--- config.mk ---
export PLATFORM = sky130hd
export DESIGN_NAME = alru_cell
export DESIGN_NICKNAME = d
export VERILOG_FILES = /design/src/rtl/alru_pkg.sv /design/src/rtl/alru_cell.sv
export SDC_FILE = /design/constraint.sdc
export NUM_CORES = 1
export LEC_CHECK = 0
export ABC_CLOCK_PERIOD_IN_PS = 6950
export BUFFER_PORTS_ARGS = -buffer_cell sky130_fd_sc_hd__buf_4
export CORE_ASPECT_RATIO = 0.8
export CORE_MARGIN = 5
export CORE_UTILIZATION = 35
export DETAILED_ROUTE_END_ITERATION = 8
export GPL_TIMING_DRIVEN = 0
export PLACE_DENSITY = 0.64
export SYNTH_ARGS = -nofsm -noshare
export SYNTH_HDL_FRONTEND = slang
export SYNTH_SLANG_ARGS = --single-unit
--- constraint.sdc ---
create_clock -name clk -period 6.95 [get_ports clk]
set_clock_uncertainty 0.05 [all_clocks]
set_input_delay 0.3475 -clock clk [delete_from_list [all_inputs] [get_ports clk]]
set_output_delay 0.3475 -clock clk [all_outputs]
set_load 0.01 [all_outputs]
--- src/rtl/alru_pkg.sv ---
package alru_pkg;

  localparam int ENTRIES    = 32;
  localparam int INTERFACES = 8;
  localparam int STAMP_BITS = 32;

  localparam int IDX_W  = $clog2(ENTRIES);
  localparam int IFC_W  = 3;
  localparam int KEY_W  = 32;
  localparam int HW_W   = 48;
  localparam int SLOT_W = 5;

  localparam logic CMD_LOOKUP = 1'b0;
  localparam logic CMD_FILL   = 1'b1;

  typedef logic [IDX_W-1:0]      idx_t;
  typedef logic [STAMP_BITS-1:0] stamp_t;

  typedef enum logic [1:0] {
    ST_IDLE,
    ST_SEARCH,
    ST_COMMIT
  } alru_state_t;

  // request fields broadcast to every cell during the search
  typedef struct packed {
    logic             cmd;
    logic [IFC_W-1:0] ifc;
    logic [KEY_W-1:0] key;
    logic             ifc_ok;
  } req_t;

  // running search result handed from cell to cell
  typedef struct packed {
    logic            hit;
    logic            empty_found;
    logic            have_best;
    stamp_t          best_stamp;
    idx_t            idx;
    logic [HW_W-1:0] hw;
  } link_t;

  // entry update broadcast from the top level
  typedef struct packed {
    logic             fill_en;
    logic             touch_en;
    idx_t             idx;
    logic [IFC_W-1:0] ifc;
    logic [KEY_W-1:0] key;
    logic [HW_W-1:0]  hw;
    stamp_t           stamp;
  } wr_t;

endpackage

--- src/rtl/alru_cell.sv ---
module alru_cell
  import alru_pkg::*;
(
  input  logic  clk,
  input  logic  rst_n,
  input  idx_t  cell_idx,
  input  req_t  req,
  input  wr_t   wr,
  input  logic  prev_vld,
  input  link_t prev_link,
  output logic  next_vld,
  output link_t next_link
);

  logic             valid_r;
  logic [IFC_W-1:0] ifc_r;
  logic [KEY_W-1:0] key_r;
  logic [HW_W-1:0]  hw_r;
  stamp_t           stamp_r;

  logic  vld_r;
  link_t link_r;
  link_t link_nxt;

  logic sel;
  assign sel = (wr.idx == cell_idx);

  always_ff @(posedge clk) begin
    if (!rst_n) begin
      valid_r <= 1'b0;
    end else if (wr.fill_en && sel) begin
      valid_r <= 1'b1;
    end
  end

  always_ff @(posedge clk) begin
    if (wr.fill_en && sel) begin
      ifc_r   <= wr.ifc;
      key_r   <= wr.key;
      hw_r    <= wr.hw;
      stamp_r <= wr.stamp;
    end else if (wr.touch_en && sel) begin
      stamp_r <= wr.stamp;
    end
  end

  always_comb begin
    link_nxt = prev_link;
    if (req.cmd == CMD_LOOKUP) begin
      if (!prev_link.hit && valid_r && req.ifc_ok && ifc_r == req.ifc && key_r == req.key) begin
        link_nxt.hit = 1'b1;
        link_nxt.idx = cell_idx;
        link_nxt.hw  = hw_r;
      end
    end else if (!prev_link.empty_found) begin
      if (!valid_r) begin
        link_nxt.empty_found = 1'b1;
        link_nxt.idx         = cell_idx;
      end else if (!prev_link.have_best || stamp_r < prev_link.best_stamp) begin
        link_nxt.have_best  = 1'b1;
        link_nxt.best_stamp = stamp_r;
        link_nxt.idx        = cell_idx;
      end
    end
  end

  always_ff @(posedge clk) begin
    if (!rst_n) begin
      vld_r <= 1'b0;
    end else begin
      vld_r <= prev_vld;
    end
  end

  always_ff @(posedge clk) begin
    link_r <= link_nxt;
  end

  assign next_vld  = vld_r;
  assign next_link = link_r;

endmodule

==> results by group <==
Route
  – Detailed-route vias per instance: about 4.4
  – DR DRC count: 0
  – Number of nets with antenna violations after detailed routing: 0
  – Detailed-routing iteration count for the pre-antenna-repair pass: 4
  – Number of design-rule violations left by the first detailed-router iteration: between 200 and 250
  – Via Count: between 5000 and 6000
  – Wire length after detailed routing: approximately 23000 µm
  – Drt wl/cell: approximately 18 µm

Cells and area
  – Filler cell count: between 1500 and 2000
  – Number of nets in the layout: approximately 1200
  – Area of combinational cells with multiple inputs: around 2200 µm²
  – Diodes inserted: 0
  – Fraction of final layout cells with drive strength greater than 1: 0.4811
  – Utilization of the core after routing: 0.5816
  – Storage element area: 5255 µm²
  – Final standard cell area without fillers: 12470 µm²
  – Area growth from synthesis to layout: 64.43%

Critical path
  – Signal arrival time at the worst endpoint: about 3.6 ns
  – Crit path max fanout: 5
  – Critical path type: reg2reg
  – Required time of the critical path: around 7.3 ns
  – Crit end category: flip-flop
  – Sort of element at the start of the critical path: flip-flop

Power
  – Peak supply drop: around 0.00019 V
  – Total power draw: 2.851 mW
  – Power per cell area: approximately 230 nW/µm²
  – Static power due to leakage: roughly 5.4 nW

Floorplan
  – Boundary Pins: around 340
  – Core outline area: around 21000 µm²
  – Height of the chip: around 140 µm
  – Floorplan die area: around 25000 µm²
  – Initial core utilization: 0.3537
  – Site row count: 48
  – Die W: between 150 and 200 µm

STA
  – Max-slew violations: 0
  – PnR worst setup slack: about 3.7 ns
  – Setup repair after global routing missed its margin: no
  – Setup-failing EPs final: 0
  – Final hold vios: 0
  – Achievable frequency: 307.8 MHz
  – Summed negative setup slack over all endpoints: 0 ns
  – Crit path time final: 3.249 ns
  – Max-slew headroom at the worst pin: 0.4315
  – Transition time at the pin with the least slew margin: approximately 0.85 ns
  – Final worst path period share: 0.4675

GRT
  – Met2 usage: 0.3182
  – Antenna violations before repair: 0
  – Remaining global-route overflow: 0
  – Met1 Resource Use GR: 0.2031
  – Most congested layer reported by global routing: met2
  – First-pass GRT wire length: 34560 µm
  – Via count of the first global-routing pass: about 6000
  – GRT Resource Usage Total: 0.1798
  – Pin count of the biggest net entering global routing: 61
  – Met3 track utilization from global routing: 0.08311

Clocking
  – CTS buffer count: 23
  – Sink Count: roughly 210
  – Clock tree root driver cell: clkbuf_16
  – Number of H-tree levels: 1
  – Clock insertion delay at the later pin of the skew report: about 0.50 ns
  – Clock slew at the register clock pins of the worst setup and hold paths: about 0.060 ns
  – Post-CTS setup repair buffer count: 0
  – Clock tree from TritonCTS: done
  – Maximum clock path buffer count: 3

Yosys
  – Syn_nets: between 700 and 800
  – #FFs+latches synth: about 210
  – Netlist Area Pre-Place: between 7000 and 8000 µm²
  – Share of synthesized registers carrying an async set or reset: 0
  – Number of standard cells after synthesis: about 480
  – Post-synth top area share: 0.4554
  – Sequential-to-total area share from yosys stat: 0.6930
  – Main area contributors after synthesis: edfxtp_1, dfxtp_1, mux2_2
  – Commonest register cell after synthesis: edfxtp_1
  – Syn. warnings: 0
  – Post-synth EDFFs: around 120
  – Most frequently used cell type in the post-synthesis netlist: edfxtp_1
  – Leading cell types by count after synthesis: edfxtp_1, dfxtp_1, mux2_2
  – Synthesized area per cell: ~16 µm²
  – Area leader, netlist: edfxtp_1
  – Distinct cell type count of the synthesized netlist: 36

Place
  – GP Congestion: 0.7864
  – Port Buf Inserts: between 300 and 400
  – Placed cell areas: 10530 µm²
  – Half-perimeter wire length after placement: approximately 17000 µm
  – Pre-CTS setup slack: 3.481 ns

Min path
  – Type of the most critical hold path: in2reg

Status
  – Outcome: finished clean

Flow run
  – Number of violations of the max-capacitance limit: 0
## final timing paths
kind                      start             to  slack [ns]  depth (start not counted)
setup / recovery     stamp_r[7]  next_link[49]        3.70                          7
hold / removal    prev_link[40]  next_link[40]        0.03                          2
setup reg to reg     stamp_r[7]  next_link[49]        3.70                          7
hold reg to reg         hw_r[5]   next_link[5]        0.42                          1
## metrics by stage
step	hold slack (ns)	cells
2_1_floorplan	0.3835	475
3_3_place_gp	0.4026	1093
3_5_place_dp	0.4077	1094
4_1_cts	0.009132	1254
5_1_grt	0.009682	1254
6_report	0.02773	1254
## registers in the layout, summed over array words and instances, names as in the netlist
signal / flops
hw_r: 48
ifc_r: 3
key_r: 32
next_link: 88
next_vld: 1
stamp_r: 32
valid_r: 1
## what timing repair did
action / CTS / global route
endpoints found under the hold margin: 119 / 0
hold buffers: 119 / 0
endpoints found under the setup margin: 0 / 0
gates resized for setup: 0 / 0
## kinds of logic (layout without fill, tap and decap cells)
kind of cell	after synthesis	after routing	share of synthesized area
DFF	205	205	0.6930
and+or+nand+nor	39	39	0.02904
adders and majority gates	31	31	0.05115
muxes	85	85	0.1307
xor gates and xnor gates	40	40	0.04620
AOI/OAI and AO/OA	33	33	0.02706
buffers and inverters	42	546	0.02293
## layer usage
metal	wire [µm]	vias to the layer above
met4	375	0
li1	-	2716
met3	2537	26
met1	8631	2562
met2	11130	225
met5	0	-
## where the power goes
| group | switching, mW | internal [mW] | total, mW |
|---|---|---|---|
| registers | 0.0143 | 1.33 | 1.34 |
| clock network | 0.465 | 0.721 | 1.19 |
| logic | 0.110 | 0.215 | 0.325 |
## placed cells by master, fill, tap and decap left out, drive strengths merged
cell type    instances
o2111a               1
o41ai                1
ha                  31
xor2                10
a21o                 3
inv                 34
nor2b                1
nor4                 4
o311a                1
dfxtp               90
a211o                1
o21a                 1
clkbuf              36
o21ai                6
xnor2               30
buf                352
clkinv               4
nor2                 2
nand2                8
dlygate4sd3        119
nand3                4
nand4               12
edfxtp             115
a21oi               14
mux2                85
and2                 1
a31oi                2
o31ai                1
a22oi                1
and4                 2
bufinv               1
or4b                 1
a221oi               1
nor3                 2
nand2b               2
## layout make-up
class                           instances  area share
Buffer                                  8    0.003713
Clock buffer                           36     0.05579
Clock inverter                          5    0.003913
Inverter                               34     0.01023
Multi-Input combinational cell        228      0.1731
Sequential cell                       205      0.4214
Tap cell                              275     0.02759
Timing Repair Buffer                  463      0.3042
## critical path, stage by stage (launching register included)
cell      delay, ns
edfxtp_1       0.39
ha_1           0.33
nand4_1        0.10
o311a_1        0.37
o41ai_1        0.52
a31oi_1        0.19
a21oi_1        0.72
mux2_2         0.44
Power figures use the tool's default switching activity.
